<file path="src/rtl/bka_pkg.sv">
// ----------------------------------------------------------------------------
// bka_pkg
// Shared types and constants of the per-core bank allocator.
// ----------------------------------------------------------------------------
package bka_pkg;

    localparam int MAX_CORE_COUNT = 8;
    localparam int CORE_IDX_W     = 3;
    localparam int CORE_CNT_W     = 4;
    localparam int USED_W         = 22;
    localparam int SIZE_W         = 24;
    localparam int OFFSET_W       = 21;

    localparam logic [USED_W-1:0] CORE_MEM_BYTES = 22'd2097152;

    // status codes
    localparam logic [1:0] ST_PLACED   = 2'd0;
    localparam logic [1:0] ST_REJECTED = 2'd1;
    localparam logic [1:0] ST_PARTIAL  = 2'd2;

    // category codes
    localparam logic [1:0] CAT_BASIC = 2'd0;
    localparam logic [1:0] CAT_SMALL = 2'd1;
    localparam logic [1:0] CAT_LARGE = 2'd2;

    // configuration register indexes
    localparam logic CFG_CORES_IN_USE    = 1'b0;
    localparam logic CFG_SPLIT_THRESHOLD = 1'b1;

    typedef struct packed {
        logic [SIZE_W-1:0] size_bytes;
        logic              is_basic;
    } req_t;

    typedef struct packed {
        logic [1:0]            status;
        logic [1:0]            category;
        logic [CORE_IDX_W-1:0] placed_core;
        logic [OFFSET_W-1:0]   base_offset;
        logic [SIZE_W-1:0]     piece_size;
        logic [CORE_CNT_W-1:0] pieces_placed;
        logic [7:0]            overflow_mask;
    } res_t;

    // core bank access port
    typedef struct packed {
        logic [CORE_IDX_W-1:0] rd_idx;
        logic                  wr_en;
        logic [CORE_IDX_W-1:0] wr_idx;
        logic [USED_W-1:0]     wr_data;
    } bank_ctl_t;

endpackage

</file>
<file path="src/rtl/bka_core_bank.sv">
// ----------------------------------------------------------------------------
// bka_core_bank
// Bytes-used counters of every core, one read and one write port.
// ----------------------------------------------------------------------------
module bka_core_bank (
    input  logic                          clk,
    input  logic                          rst_n,
    input  bka_pkg::bank_ctl_t            ctl,
    output logic [bka_pkg::USED_W-1:0]    rd_data
);
    import bka_pkg::*;

    logic [USED_W-1:0] used_reg [MAX_CORE_COUNT];

    always_ff @(posedge clk or negedge rst_n)
    begin
        if (!rst_n)
        begin
            for (int i = 0; i < MAX_CORE_COUNT; i++)
            begin
                used_reg[i] <= '0;
            end
        end
        else if (ctl.wr_en)
        begin
            used_reg[ctl.wr_idx] <= ctl.wr_data;
        end
    end

    assign rd_data = used_reg[ctl.rd_idx];

endmodule

</file>
<file path="src/rtl/bka_divider.sv">
// ----------------------------------------------------------------------------
// bka_divider
// Restoring divider, one quotient bit per cycle, size by core count.
// ----------------------------------------------------------------------------
module bka_divider (
    input  logic                              clk,
    input  logic                              rst_n,
    input  logic                              start,
    input  logic [bka_pkg::SIZE_W-1:0]        dividend,
    input  logic [bka_pkg::CORE_CNT_W-1:0]    divisor,
    output logic                              done,
    output logic [bka_pkg::SIZE_W-1:0]        quotient,
    output logic                              rem_nz
);
    import bka_pkg::*;

    localparam int CNT_W = $clog2(SIZE_W + 1);

    logic [CNT_W-1:0]      cnt_reg;
    logic                  run_reg;
    logic                  done_reg;
    logic [SIZE_W-1:0]     quo_reg;
    logic [CORE_CNT_W-1:0] rem_reg;
    logic [CORE_CNT_W-1:0] trial;
    logic                  fits;

    // remainder stays below the divisor, at most 8 here, so its top bit is always clear
    assign trial = {rem_reg[CORE_CNT_W-2:0], quo_reg[SIZE_W-1]};
    assign fits  = trial >= divisor;

    always_ff @(posedge clk or negedge rst_n)
    begin
        if (!rst_n)
        begin
            cnt_reg  <= '0;
            run_reg  <= 1'b0;
            done_reg <= 1'b0;
        end
        else
        begin
            done_reg <= 1'b0;
            if (start)
            begin
                cnt_reg <= CNT_W'(SIZE_W);
                run_reg <= 1'b1;
            end
            else if (run_reg)
            begin
                cnt_reg <= cnt_reg - 1'b1;
                if (cnt_reg == CNT_W'(1))
                begin
                    run_reg  <= 1'b0;
                    done_reg <= 1'b1;
                end
            end
        end
    end

    always_ff @(posedge clk)
    begin
        if (start)
        begin
            quo_reg <= dividend;
            rem_reg <= '0;
        end
        else if (run_reg)
        begin
            quo_reg <= {quo_reg[SIZE_W-2:0], fits};
            rem_reg <= fits ? (trial - divisor) : trial;
        end
    end

    assign done     = done_reg;
    assign quotient = quo_reg;
    assign rem_nz   = rem_reg != '0;

endmodule

</file>
<file path="src/rtl/per_core_bank_allocator.sv">
// ----------------------------------------------------------------------------
// per_core_bank_allocator
// Places allocation requests into the local memories of up to eight cores.
// ----------------------------------------------------------------------------
// Usage:
//   A request (size_bytes, is_basic) is taken on a rising edge with start high
//   and busy low. busy is high from that edge until the cycle that carries
//   the result, in which it is already low again.
//   The result appears on result for one cycle with done high; the receiver
//   must take it then, as there is no back pressure.
//   Steps from the start edge to the result, with n active cores:
//     basic request that fits its round-robin core: try, then done
//     small request: scan of the n cores, try, done; basic fallback: try, scan, try, done
//     distributed request: divide, place pieces over up to n cores, then done
//   One request is in flight at a time; the scan and the placement visit
//   one core per cycle over a single counter read port.
//   cfg_we writes cores_in_use (index 0) or split_threshold (index 1); write
//   only while busy is low and no result is pending.
//   Reset clears all per-core byte counters and the round-robin pointer, sets
//   cores_in_use to 1 and split_threshold to 1024.
// ----------------------------------------------------------------------------
module per_core_bank_allocator (
    input  logic                        clk,
    input  logic                        rst_n,
    input  logic                        start,
    output logic                        busy,
    input  bka_pkg::req_t               request,
    output logic                        done,
    output bka_pkg::res_t               result,
    input  logic                        cfg_we,
    input  logic                        cfg_index,
    input  logic [bka_pkg::SIZE_W-1:0]  cfg_wdata
);
    import bka_pkg::*;

    localparam logic [2:0] S_IDLE = 3'd0;
    localparam logic [2:0] S_TRY  = 3'd1;
    localparam logic [2:0] S_SCAN = 3'd2;
    localparam logic [2:0] S_DIV  = 3'd3;
    localparam logic [2:0] S_DIST = 3'd4;
    localparam logic [2:0] S_DONE = 3'd5;

    logic [2:0]            state_reg;
    logic [CORE_CNT_W-1:0] cores_cfg_reg;
    logic [SIZE_W-1:0]     thresh_reg;
    logic [CORE_IDX_W-1:0] rr_reg;

    logic [SIZE_W-1:0]     size_reg;
    logic                  basic_reg;
    logic [CORE_CNT_W-1:0] n_reg;
    logic [CORE_IDX_W-1:0] core_reg;
    logic [CORE_CNT_W-1:0] scan_reg;
    logic                  found_reg;
    logic [CORE_IDX_W-1:0] best_reg;
    logic [USED_W-1:0]     least_reg;
    logic                  second_reg;
    logic [SIZE_W-1:0]     piece_reg;
    logic [SIZE_W-1:0]     remain_reg;
    logic [CORE_CNT_W-1:0] pieces_reg;
    logic [7:0]            ovf_reg;
    logic [OFFSET_W-1:0]   offset_reg;
    logic [1:0]            status_reg;
    logic [1:0]            cat_reg;
    res_t                  res_reg;
    logic                  done_reg;

    logic [CORE_CNT_W-1:0] n_active;
    bank_ctl_t             bank_ctl;
    logic [USED_W-1:0]     used_rd;
    logic [USED_W-1:0]     room;
    logic [SIZE_W-1:0]     cur_piece;
    logic [SIZE_W-1:0]     cmp_size;
    logic                  fits;
    logic [USED_W-1:0]     slack;
    logic                  better;
    logic                  div_start;
    logic                  div_done;
    logic [SIZE_W-1:0]     div_quo;
    logic                  div_rem_nz;
    logic                  try_ok;
    logic                  dist_more;

    function automatic logic [CORE_IDX_W-1:0] rr_advance(
        input logic [CORE_IDX_W-1:0] rr,
        input logic [CORE_CNT_W-1:0] n
    );
        logic [CORE_CNT_W-1:0] v;
        v = CORE_CNT_W'(rr) + 1'b1;
        // n >= 1 and v <= 8, so eight conditional subtractions reduce it
        for (int i = 0; i < MAX_CORE_COUNT; i++)
        begin
            if (v >= n)
            begin
                v = v - n;
            end
        end
        return v[CORE_IDX_W-1:0];
    endfunction

    always_comb
    begin
        if (cores_cfg_reg == '0)
        begin
            n_active = CORE_CNT_W'(1);
        end
        else if (cores_cfg_reg > CORE_CNT_W'(MAX_CORE_COUNT))
        begin
            n_active = CORE_CNT_W'(MAX_CORE_COUNT);
        end
        else
        begin
            n_active = cores_cfg_reg;
        end
    end

    // shared room check against the selected core
    assign cur_piece = (piece_reg < remain_reg) ? piece_reg : remain_reg;
    assign cmp_size  = (state_reg == S_DIST) ? cur_piece : size_reg;
    assign room      = CORE_MEM_BYTES - used_rd;
    assign fits      = {2'b00, room} >= cmp_size;
    assign slack     = room - cmp_size[USED_W-1:0];
    assign better    = fits && (!found_reg || slack < least_reg);
    assign try_ok    = (CORE_CNT_W'(core_reg) < n_reg) && fits;
    assign dist_more = (scan_reg < n_reg) && (remain_reg != '0);

    always_comb
    begin
        bank_ctl.rd_idx  = (state_reg == S_TRY) ? core_reg : scan_reg[CORE_IDX_W-1:0];
        bank_ctl.wr_idx  = bank_ctl.rd_idx;
        bank_ctl.wr_data = used_rd + cmp_size[USED_W-1:0];
        bank_ctl.wr_en   = ((state_reg == S_TRY) && try_ok)
                        || ((state_reg == S_DIST) && dist_more && fits);
    end

    assign div_start = (state_reg == S_IDLE) && start && !request.is_basic
                    && (request.size_bytes >= thresh_reg);

    bka_core_bank u_bank (
        .clk     (clk),
        .rst_n   (rst_n),
        .ctl     (bank_ctl),
        .rd_data (used_rd)
    );

    bka_divider u_div (
        .clk      (clk),
        .rst_n    (rst_n),
        .start    (div_start),
        .dividend (request.size_bytes),
        .divisor  (n_active),
        .done     (div_done),
        .quotient (div_quo),
        .rem_nz   (div_rem_nz)
    );

    // configuration registers
    always_ff @(posedge clk or negedge rst_n)
    begin
        if (!rst_n)
        begin
            cores_cfg_reg <= CORE_CNT_W'(1);
            thresh_reg    <= SIZE_W'(1024);
        end
        else if (cfg_we)
        begin
            case (cfg_index)
                CFG_CORES_IN_USE:    cores_cfg_reg <= cfg_wdata[CORE_CNT_W-1:0];
                CFG_SPLIT_THRESHOLD: thresh_reg    <= cfg_wdata;
                default:             ;
            endcase
        end
    end

    // control state
    always_ff @(posedge clk or negedge rst_n)
    begin
        if (!rst_n)
        begin
            state_reg <= S_IDLE;
            rr_reg    <= '0;
            done_reg  <= 1'b0;
        end
        else
        begin
            done_reg <= 1'b0;
            case (state_reg)
                S_IDLE:
                begin
                    if (start)
                    begin
                        if (request.is_basic)
                        begin
                            rr_reg    <= rr_advance(rr_reg, n_active);
                            state_reg <= S_TRY;
                        end
                        else if (request.size_bytes < thresh_reg)
                        begin
                            state_reg <= S_SCAN;
                        end
                        else
                        begin
                            state_reg <= S_DIV;
                        end
                    end
                end
                S_TRY:
                begin
                    if (!try_ok && basic_reg && !second_reg)
                    begin
                        state_reg <= S_SCAN;
                    end
                    else
                    begin
                        state_reg <= S_DONE;
                    end
                end
                S_SCAN:
                begin
                    if (scan_reg == n_reg - 1'b1)
                    begin
                        state_reg <= S_TRY;
                    end
                end
                S_DIV:
                begin
                    if (div_done)
                    begin
                        state_reg <= S_DIST;
                    end
                end
                S_DIST:
                begin
                    if (!dist_more)
                    begin
                        state_reg <= S_DONE;
                    end
                end
                S_DONE:
                begin
                    done_reg  <= 1'b1;
                    state_reg <= S_IDLE;
                end
                default:
                begin
                    state_reg <= S_IDLE;
                end
            endcase
        end
    end

    // request datapath
    always_ff @(posedge clk)
    begin
        case (state_reg)
            S_IDLE:
            begin
                size_reg   <= request.size_bytes;
                basic_reg  <= request.is_basic;
                n_reg      <= n_active;
                core_reg   <= rr_reg;
                scan_reg   <= '0;
                found_reg  <= 1'b0;
                best_reg   <= '0;
                least_reg  <= '0;
                second_reg <= !request.is_basic;
                piece_reg  <= request.size_bytes;
                remain_reg <= request.size_bytes;
                pieces_reg <= '0;
                ovf_reg    <= '0;
                offset_reg <= '0;
                status_reg <= ST_PLACED;
                if (request.is_basic)
                begin
                    cat_reg <= CAT_BASIC;
                end
                else if (request.size_bytes < thresh_reg)
                begin
                    cat_reg <= CAT_SMALL;
                end
                else
                begin
                    cat_reg <= CAT_LARGE;
                end
            end
            S_TRY:
            begin
                if (try_ok)
                begin
                    pieces_reg <= CORE_CNT_W'(1);
                    offset_reg <= used_rd[OFFSET_W-1:0];
                end
                else if (basic_reg && !second_reg)
                begin
                    second_reg <= 1'b1;
                end
                else
                begin
                    status_reg <= ST_REJECTED;
                    ovf_reg    <= 8'(1) << core_reg;
                end
            end
            S_SCAN:
            begin
                if (better)
                begin
                    found_reg <= 1'b1;
                    best_reg  <= scan_reg[CORE_IDX_W-1:0];
                    least_reg <= slack;
                end
                if (scan_reg == n_reg - 1'b1)
                begin
                    // no fitting core leaves the best pick at core 0
                    core_reg <= better ? scan_reg[CORE_IDX_W-1:0] : best_reg;
                end
                else
                begin
                    scan_reg <= scan_reg + 1'b1;
                end
            end
            S_DIV:
            begin
                core_reg <= '0;
                if (div_done)
                begin
                    piece_reg <= div_quo + SIZE_W'(div_rem_nz);
                end
            end
            S_DIST:
            begin
                if (dist_more)
                begin
                    if (fits)
                    begin
                        pieces_reg <= pieces_reg + 1'b1;
                        remain_reg <= remain_reg - cur_piece;
                        if (scan_reg == '0)
                        begin
                            offset_reg <= used_rd[OFFSET_W-1:0];
                        end
                    end
                    else
                    begin
                        ovf_reg <= ovf_reg | (8'(1) << scan_reg[CORE_IDX_W-1:0]);
                    end
                    scan_reg <= scan_reg + 1'b1;
                end
                else
                begin
                    status_reg <= (remain_reg == '0) ? ST_PLACED : ST_PARTIAL;
                end
            end
            S_DONE:
            begin
                res_reg.status        <= status_reg;
                res_reg.category      <= cat_reg;
                res_reg.placed_core   <= core_reg;
                res_reg.base_offset   <= offset_reg;
                res_reg.piece_size    <= piece_reg;
                res_reg.pieces_placed <= pieces_reg;
                res_reg.overflow_mask <= ovf_reg;
            end
            default:
            begin
            end
        endcase
    end

    assign busy   = state_reg != S_IDLE;
    assign done   = done_reg;
    assign result = res_reg;

endmodule

</file>
<file path="config.mk">
export PLATFORM = sky130hd
export DESIGN_NAME = per_core_bank_allocator
export DESIGN_NICKNAME = d
export VERILOG_FILES = /design/src/rtl/bka_pkg.sv /design/src/rtl/bka_core_bank.sv /design/src/rtl/bka_divider.sv /design/src/rtl/per_core_bank_allocator.sv
export SDC_FILE = /design/constraint.sdc
export NUM_CORES = 1
export LEC_CHECK = 0
export ABC_AREA = 1
export BUFFER_PORTS_ARGS = -buffer_cell sky130_fd_sc_hd__buf_2
export CAP_MARGIN = 20
export CORE_ASPECT_RATIO = 1.1
export CORE_UTILIZATION = 45
export CTS_CLUSTER_SIZE = 10
export DETAILED_ROUTE_END_ITERATION = 12
export GPL_TIMING_DRIVEN = 1
export PLACE_DENSITY = 0.68
export SLEW_MARGIN = 10
export SYNTH_ARGS = -nofsm -noshare
export SYNTH_HDL_FRONTEND = slang
export SYNTH_HIERARCHICAL = 1
export SYNTH_SLANG_ARGS = --single-unit
</file>
<file path="constraint.sdc">
create_clock -name clk -period 14.9 [get_ports clk]
set_clock_uncertainty 0.1 [all_clocks]
set_input_delay 2.98 -clock clk [delete_from_list [all_inputs] [get_ports clk]]
set_output_delay 2.98 -clock clk [all_outputs]
set_load 0.02 [all_outputs]
</file>
==> After elaboration in Yosys (flattened, before gate mapping) <==
Index checks and enable logic that the tools add are counted.
{ "word_totals": {"ff_bits": 458, "inputBits": 54, "out_inout_bits": 66, "word_cells": 252} }
{ "classes": {"n_addsub": 19, "order_cmp": 19, "eq_ne": 21, "shifts": 2, "n_mux": 99, "bitwise": 3, "n_reduce_logical": 48} }
{ "ops": {"columns": ["op", "count"], "rows": [
  ["$bwmux W176", 1],
  ["$mux W24", 7],
  ["$mux W4", 36],
  ["$pmux W24 S2", 2],
  ["$mux W22", 4],
  ["$mux W21", 4],
  ["$bmux W22 S3", 1],
  ["$demux W22 S3", 1],
  ["$pmux W21 S3", 1],
  ["$lt A24 B24 Y1", 2],
  ["$pmux W22 S2", 1],
  ["$ge A4 B4 Y1", 9],
  ["$mux W8", 4],
  ["$sub A4 B4 Y4", 8],
  ["$mux W3", 9],
  ["$add A24 B1 Y24", 1],
  ["$ge A22 B24 Y1", 1],
  ["$ge A24 B24 Y1", 1],
  ["$logic_not A24 Y1", 1],
  ["$pmux W4 S3", 2],
  ["$pmux W8 S3", 1],
  ["$reduce_bool A24 Y1", 1],
  ["$sub A24 B24 Y24", 1],
  ["$add A22 B22 Y22", 1],
  ["other kinds (44)", 111]
]} }

==> Logic depth before layout (Yosys ltp) <==
Gate-level depths: netlist (run 1).
{ "depth": {"ltp_word": 40, "mapped_depth": 69, "mapped_depth_nobuf": 69} }

==> Modules after synthesis <==
The synthesis (run 1) kept the hierarchy.
{ "by_module_without_submodules": {"columns": ["module", "n_inst", "cells_per_inst", "area_per_inst_um2", "seq_area_each_um2"], "rows": [
  ["per_core_bank_allocator", 1, 2089, 17625.7, 7244.4],
  ["bka_core_bank", 1, 1184, 8710.9, 4404.2],
  ["bka_divider", 1, 190, 1736.7, 975.9]
]} }

==> Worst setup path before layout (run 1) <==
Ideal clock, no wire load.
{ "synth_path": {"path_kind": "reg-to-reg", "startpoint": "register cores_cfg_reg[3]", "endpoint": "register rr_reg[0]", "setup_time_ns": 0.065, "arrival_time_ns": 11.091, "required_time_ns": 14.735, "path_slack_ns": 3.643, "path_stages_with_launch": 64, "n_path_buf": 0, "period_less_slack_ns": 11.257, "path_cell_list": "dfrtp_1 nor2_1 inv_1 ha_1 nand4_1 nand2_1 nand2_1 nand2_1 inv_1 ha_1 fa_1 or2_1 o211ai_2 inv_1 nand3_1 nand2_1 ha_1 fa_1 [28 not listed] o21ai_0 and2_1 ha_1 inv_1 nor2_1 a311o_1 a21oi_1 or2_2 and2_1 ha_1 inv_1 fa_1 a221o_1 a31oi_1 inv_1 a21oi_1 nand2_1 nand2_1"} }
{ "synth_between": {"elab_chain_len": 40, "elab_cells_between_ends": 49, "classes_between": "8 x add/sub; 9 x order compare; 31 x mux; 1 x reduce/logical"} }
{ "synth_lines": {"columns": ["item", "line", "source"], "rows": [
  ["start, declared", "per_core_bank_allocator.sv:44", "logic [CORE_CNT_W-1:0] cores_cfg_reg;"],
  ["start signal, assigned", "per_core_bank_allocator.sv:167", "CFG_CORES_IN_USE: cores_cfg_reg <= cfg_wdata[CORE_CNT_W-1:0];"],
  ["$gt A4 B4 Y1", "per_core_bank_allocator.sv:106", "else if (cores_cfg_reg > CORE_CNT_W'(MAX_CORE_COUNT))"],
  ["$mux W4", "per_core_bank_allocator.sv:106", null],
  ["$mux W4 *", "per_core_bank_allocator.sv:102", "if (cores_cfg_reg == '0)"],
  ["named net n_active[1]", "per_core_bank_allocator.sv:67", "logic [CORE_CNT_W-1:0] n_active;"],
  ["$sub A4 B4 Y4 / $ge A4 B4 Y1 (equally long branches)", "per_core_bank_allocator.sv:94, per_core_bank_allocator.sv:92", null],
  ["$mux W4", "per_core_bank_allocator.sv:92", "if (v >= n)"],
  ["$mux W4", "per_core_bank_allocator.sv:191", "if (request.is_basic)"],
  ["$mux W4", "per_core_bank_allocator.sv:189", "if (start)"],
  ["[25 not listed]", null, null],
  ["$mux W4", "per_core_bank_allocator.sv:186", "case (state_reg)"],
  ["$sub A4 B4 Y4 / $ge A4 B4 Y1 (equally long branches)", "per_core_bank_allocator.sv:94, per_core_bank_allocator.sv:92", null],
  ["$mux W4", "per_core_bank_allocator.sv:92", null],
  ["$mux W4", "per_core_bank_allocator.sv:191", null],
  ["$mux W4", "per_core_bank_allocator.sv:189", null],
  ["$mux W4", "per_core_bank_allocator.sv:186", null],
  ["$ge A4 B4 Y1 / $sub A3 B3 Y3 (equally long branches)", "per_core_bank_allocator.sv:92, per_core_bank_allocator.sv:94", null],
  ["$mux W3 *", "per_core_bank_allocator.sv:92", null],
  ["end signal, assigned", "per_core_bank_allocator.sv:193", "rr_reg <= rr_advance(rr_reg, n_active);"],
  ["end, declared", "per_core_bank_allocator.sv:46", "logic [CORE_IDX_W-1:0] rr_reg;"]
]} }
The timed path passes the listed nets; every way through them passes the cells marked *. The select of a mux whose other input is x is not followed.
A chain may end at the register's enable or synchronous reset.

==> Worst setup path after layout (run 1) <==
Ends and elaborated chain as after synthesis.

==> out/summary.txt, run 1 <==
Core area = 61300 sq um
Crit path time final = 12090 ps
Vias in the first global route = 21927
Initial Util = 0.458
Root Driver = clkbuf_16
Register area share after synthesis = 0.450
Setup WS post-layout = 2810 ps
Longest Clk Path Bufs = 3
Top-area cell type share of the netlist area = 0.252
Routed vias/inst = 5.13
GR Layer Usage met1 = 0.293
M3 GR Usage = 0.0433
Slowest cell on crit path = dfrtp_1
H-tree levels = 2
Final Hold Fails = 0
Pin count of the biggest net entering global routing = 91
Std-Cell Rows = 95
Post-CTS Setup Bufs = 0
Total grt overflow = 0
Status = completed
Synth Area per Inst = 8.11 sq um
Post-Place Worst Slack = 2960 ps
Post-Syn Instances = 3463
Delay-heaviest family, CP = adder cells
Crit path kind = reg -> reg
Setup TNS = 0 ps
IO Count = 120
Gpl congestion = 0.976
CTS tree = yes
Number of synthesized flops with an enable pin = 236
GRT met2 Usage = 0.393
Most used standard cell by instance count after synthesis = nand2_1
RSZ-0062 raised after global routing = no
Reg-to-reg startpoint = cores_cfg_reg[3]$_DFFE_PN0P_
Share of layout cells above drive strength 1 = 0.0917
Yosys warning count = 6
First-pass GRT wire length = 115000 microns
Setup violations, final = 0
Total CTS buffers = 54
Fmax = 82.7 MHz
Async SR Flop Fraction = 0.476
Primary FF master, synth = edfxtp_1
Max-Cap Viols = 0
CTS resizes = 0
CTS clock-pin slew for the worst setup and hold paths = 60 ps
Crit-path max cell delay = 440 ps
Antenna diode count = 0
Syn Std Cell Area = 28100 sq um
Crit-path max FO = 10
HP Start = offset_reg[19]$_SDFFCE_PN0P_
Crit path top cell by count = nor2_1
Die W = 240 microns
CP Launch Type = register
Yosys cell types = 73
Syn Nets = 3719
Max-slew violations = 0
WL final = 72200 microns
Fillers = 5849
ANT nets after route = 0
Post-DP HPWL = 51200 microns
Min-Delay Path Class = reg -> reg
Worst path bufs/invs = 11
DRC viols = 0
Synth top cells by count = nand2_1, inv_1, o21ai_0, edfxtp_1, dfrtp_1
Crit path DAT = 12530 ps
Number of flip-flops in the largest register = 176
Area Overhead vs Synth = 10.9%
Area contributors post-synth = edfxtp_1, dfrtp_1, nand2_1
Clock Sinks = 458
Layout Nets = 3817
DIE HEIGHT = 264 microns
Via count = 22665
Global routing's busiest layer = met2
Tot GR Track Use = 0.231
Worst-Margin Slew = 1100 ps
IO Port Bufs = 119
Drt wl/cell = 16.3 microns
Critical path required time = 15350 ps
Slew headroom = 0.267
Critical path origin = cores_cfg_reg[3]$_DFFE_PN0P_
Synth Register Bits = 458
Yosys top cell by area = edfxtp_1
Crit end category = register
DRT Pass-1 Iters = 6
Hold buffers post-CTS = 0
Antenna violations before repair = 0
Total Die Area = 63400 sq um
Clk_lat worst skew = 610 ps
Detailed Route Iter0 Violations = 1752
Part of the cycle the worst path needs = 0.811
area by class of cell:
class	instances	area, sq um	area share
multi-input cells	2336	12900	0.415
flip-flops and latches	458	12600	0.406
inverters	566	2130	0.0683
clock buffers	89	1590	0.0512
well taps	824	1030	0.0331
repair buffers	145	801	0.0257
clock inverters	4	42.5	0.00137
logic make-up after synthesis:
kind of cell,Yosys count,share of synthesized area
and+or+nand+nor,1479,0.223
buffers and inverters,669,0.0931
AOI/OAI and AO/OA,566,0.113
DFF,458,0.450
adders and majority gates,202,0.0932
xor gates and xnor gates,89,0.0278
per-layer routing:
metal	share of wire	routed length, microns
met5	0	0
met4	0.034	2440
met3	0.059	4230
met2	0.48	34300
met1	0.43	31200
cell usage in the layout (no fill, tap or decap), drive strengths merged, types with 5 or more instances in the layout:
master and instances:
nor2 183, inv 563, a21o 7, clkinv 7, nor3 29, a21oi 164, dfrtp 216, xor2 60
xnor2 29, and2 8, nor4 8, ha 190, nand3b 5, clkbuf 89, o21a 7, o31ai 5
o21bai 9, or2 25, nand4 38, nand2 979, fa 12, a31oi 9, o221ai 5, o21ai 334
nand3 200, edfxtp 236, buf 145
per-stage QoR:
stage / utilization / instance area [sq um] / instances / hold slack [ps]
floorplan: - / 28100 / 3463 / 300
finish: 0.507 / 31100 / 4422 / 312
CTS: 0.507 / 31100 / 4422 / 313
detailed placement: 0.481 / 29500 / 4329 / 305
global route: 0.507 / 31100 / 4422 / 315
global placement: 0.481 / 29500 / 4329 / 301
path summary, 6_finish.rpt:
check	slack [ps]	end	cells past startpoint
setup / recovery	2810	rr_reg[0]$_DFFE_PN0P_	65
hold / removal	310	result[55]$_DFFE_PP_	0
setup reg to reg	2810	rr_reg[0]$_DFFE_PN0P_	65
hold reg to reg	310	result[55]$_DFFE_PP_	0
max in group asynchronous	10200	done$_DFF_PN0_	3
min in group asynchronous	2320	thresh_reg[7]$_DFFE_PN0P_	1
Power of run 1 is not shown: default switching activity piles up to over one toggle a cycle in this logic, so the estimate is an artifact.
==> run 2: changes to the inputs <==
- PLACE_DENSITY: 0.68 -> 0.71
- clock period: 14.9 -> 10.45 ns (I/O delays scaled with it)
==> out/summary.txt, run 2 (synthesized netlist as in run 1, its figures left out) <==
Max-slew violations = 0 (unchanged)
Worst-Margin Slew = 1030 ps (-63.2 ps)
Commonest non-fill, non-tap cells in the layout = nand2_1, inv_1, o21ai_0
Crit path time final = 10230 ps (-1860 ps)
Crit-path max FO = 6 (-4)
Worst reg2reg path depth = 66 (+1.5%)
Die W = 240 microns (unchanged)
Via count = 23266 (+2.7%)
Pin count of the biggest net entering global routing = 91 (unchanged)
Critical path required time = 10860 ps (-4490 ps)
Fmax = 97.8 MHz (+18%)
Initial Util = 0.458 (unchanged)
RSZ-0062 raised after global routing = yes
DIE HEIGHT = 264 microns (unchanged)
Crit path top cell by count = fa_2
HP Start = offset_reg[3]$_SDFFCE_PN0P_
Slew headroom = 0.310 (+0.0421)
DRC viols = 0 (unchanged)
Setup WS post-layout = 225 ps (-2590 ps)
Reg-to-Reg End = rr_reg[1]$_DFFE_PN0P_
Tot GR Track Use = 0.233 (+0.00123)
Clk_lat worst skew = 640 ps (+30 ps)
Detailed Route Iter0 Violations = 2028 (+16%)
Share of layout cells above drive strength 1 = 0.140 (+0.0480)
Number of flip-flops in the largest register = 176 (unchanged)
Crit path DAT = 10640 ps (-1890 ps)
Routed vias/inst = 5.15 (+0.49%)
Total Die Area = 63400 sq um (unchanged)
Setup violations, final = 0 (unchanged)
Std-Cell Rows = 95 (unchanged)
Hold depth = 0 (unchanged)
Core area = 61300 sq um (unchanged)
Longest Clk Path Bufs = 3 (unchanged)
Drt wl/cell = 16.3 microns (-0.19%)
Antenna diode count = 0 (unchanged)
H-tree levels = 2 (unchanged)
Post-Place Worst Slack = -580 ps (-3540 ps)
Reg2Reg Setup Slack = 220 ps (-2590 ps)
Final Hold Fails = 0 (unchanged)
Layout Nets = 3911 (+2.5%)
WL final = 73600 microns (+2.0%)
Root Driver = clkbuf_16
Commonest non-fill, non-tap cell in the layout = nand2_1
Reg-to-reg startpoint = cores_cfg_reg[1]$_DFFE_PN0P_
CP Launch Type = register
IO Port Bufs = 119 (unchanged)
Min-Delay Path Class = reg -> reg
Gpl congestion = 0.960 (-1.6%)
Post-DP HPWL = 51300 microns (+0.17%)
DRT Pass-1 Iters = 6 (unchanged)
Clock Sinks = 458 (unchanged)
Crit end category = register
Worst Hold End = result[39]$_DFFE_PP_
Total grt overflow = 0 (unchanged)
CTS tree = yes
IO Count = 120 (unchanged)
First-pass GRT wire length = 116000 microns (+0.73%)
Status = completed
Total CTS buffers = 54 (unchanged)
Vias in the first global route = 22060 (+0.61%)
Part of the cycle the worst path needs = 0.979 (+0.167)
Crit-path max cell delay = 410 ps (-30 ps)
CTS clock-pin slew for the worst setup and hold paths = 60 ps (about the same)
Hold buffers post-CTS = 0 (unchanged)
ANT nets after route = 0 (unchanged)
Antenna violations before repair = 0 (unchanged)
Slowest cell on crit path = fa_2
Area Overhead vs Synth = 15.5%
Crit path kind = reg -> reg
Max-Cap Viols = 0 (unchanged)
run 2: how the worst max path moves through the flow:
stage,startpoint,end,slack (ps),depth (start not counted)
floorplan,cores_cfg_reg[1]$_DFFE_PN0P_,rr_reg[0]$_DFFE_PN0P_,0.2,65
global placement,cores_cfg_reg[2]$_DFFE_PN0P_,rr_reg[2]$_DFFE_PN0P_,-510,68
detailed placement,cores_cfg_reg[2]$_DFFE_PN0P_,rr_reg[0]$_DFFE_PN0P_,-580,68
CTS,rr_reg[1]$_DFFE_PN0P_,rr_reg[0]$_DFFE_PN0P_,20,67
global route,cores_cfg_reg[2]$_DFFE_PN0P_,rr_reg[2]$_DFFE_PN0P_,-280,64
finish,cores_cfg_reg[1]$_DFFE_PN0P_,rr_reg[1]$_DFFE_PN0P_,220,66
run 2: metrics by stage:
step	instances	utilization	instance area (sq um)	hold WS (ps)	TNS [ps]
detailed placement	4402	0.491	30100	305	-1670
floorplan	3463	-	28100	300	0
CTS	4503	0.520	31900	275	0
global route	4517	0.529	32400	294	-836
global placement	4402	0.491	30100	301	-1440
finish	4517	0.529	32400	271	0
run 2: worst max-delay path, delay by kind of cell, from the launching register on:
family                     cells  cell delay (ps)
buffers and inverters          8              560
and+or+nand+nor               31             3120
AOI/OAI and AO/OA             11             1950
adders and majority gates     16             3980
DFF                            1              360
run 2: cell type report:
cell class	count	area [sq um]
Tap cell	824	1030
Clock buffer	88	1550
Inverter	566	2130
Multi-Input combinational cell	2336	13400
Clock inverter	6	110
Sequential cell	458	12600
Timing Repair Buffer	239	1560
Fill cell	5801	28900
run 2: timing repair:
action / CTS / global route
pin swaps: 25 / 47
gates resized for setup: 31 / 84
setup endpoints to repair: 3 / 3
buffers inserted: 7 / 13
run 2: per-layer routing:
layer / routed length, microns / GRT usage / vias up
met5: 0 / 0 / -
met4: 2520 / 0.0811 / 0
met3: 4350 / 0.0333 / 144
met2: 35500 / 0.395 / 688
met1: 31200 / 0.301 / 10820
li1: - / - / 11614
Power of run 2 is left out for the same reason.
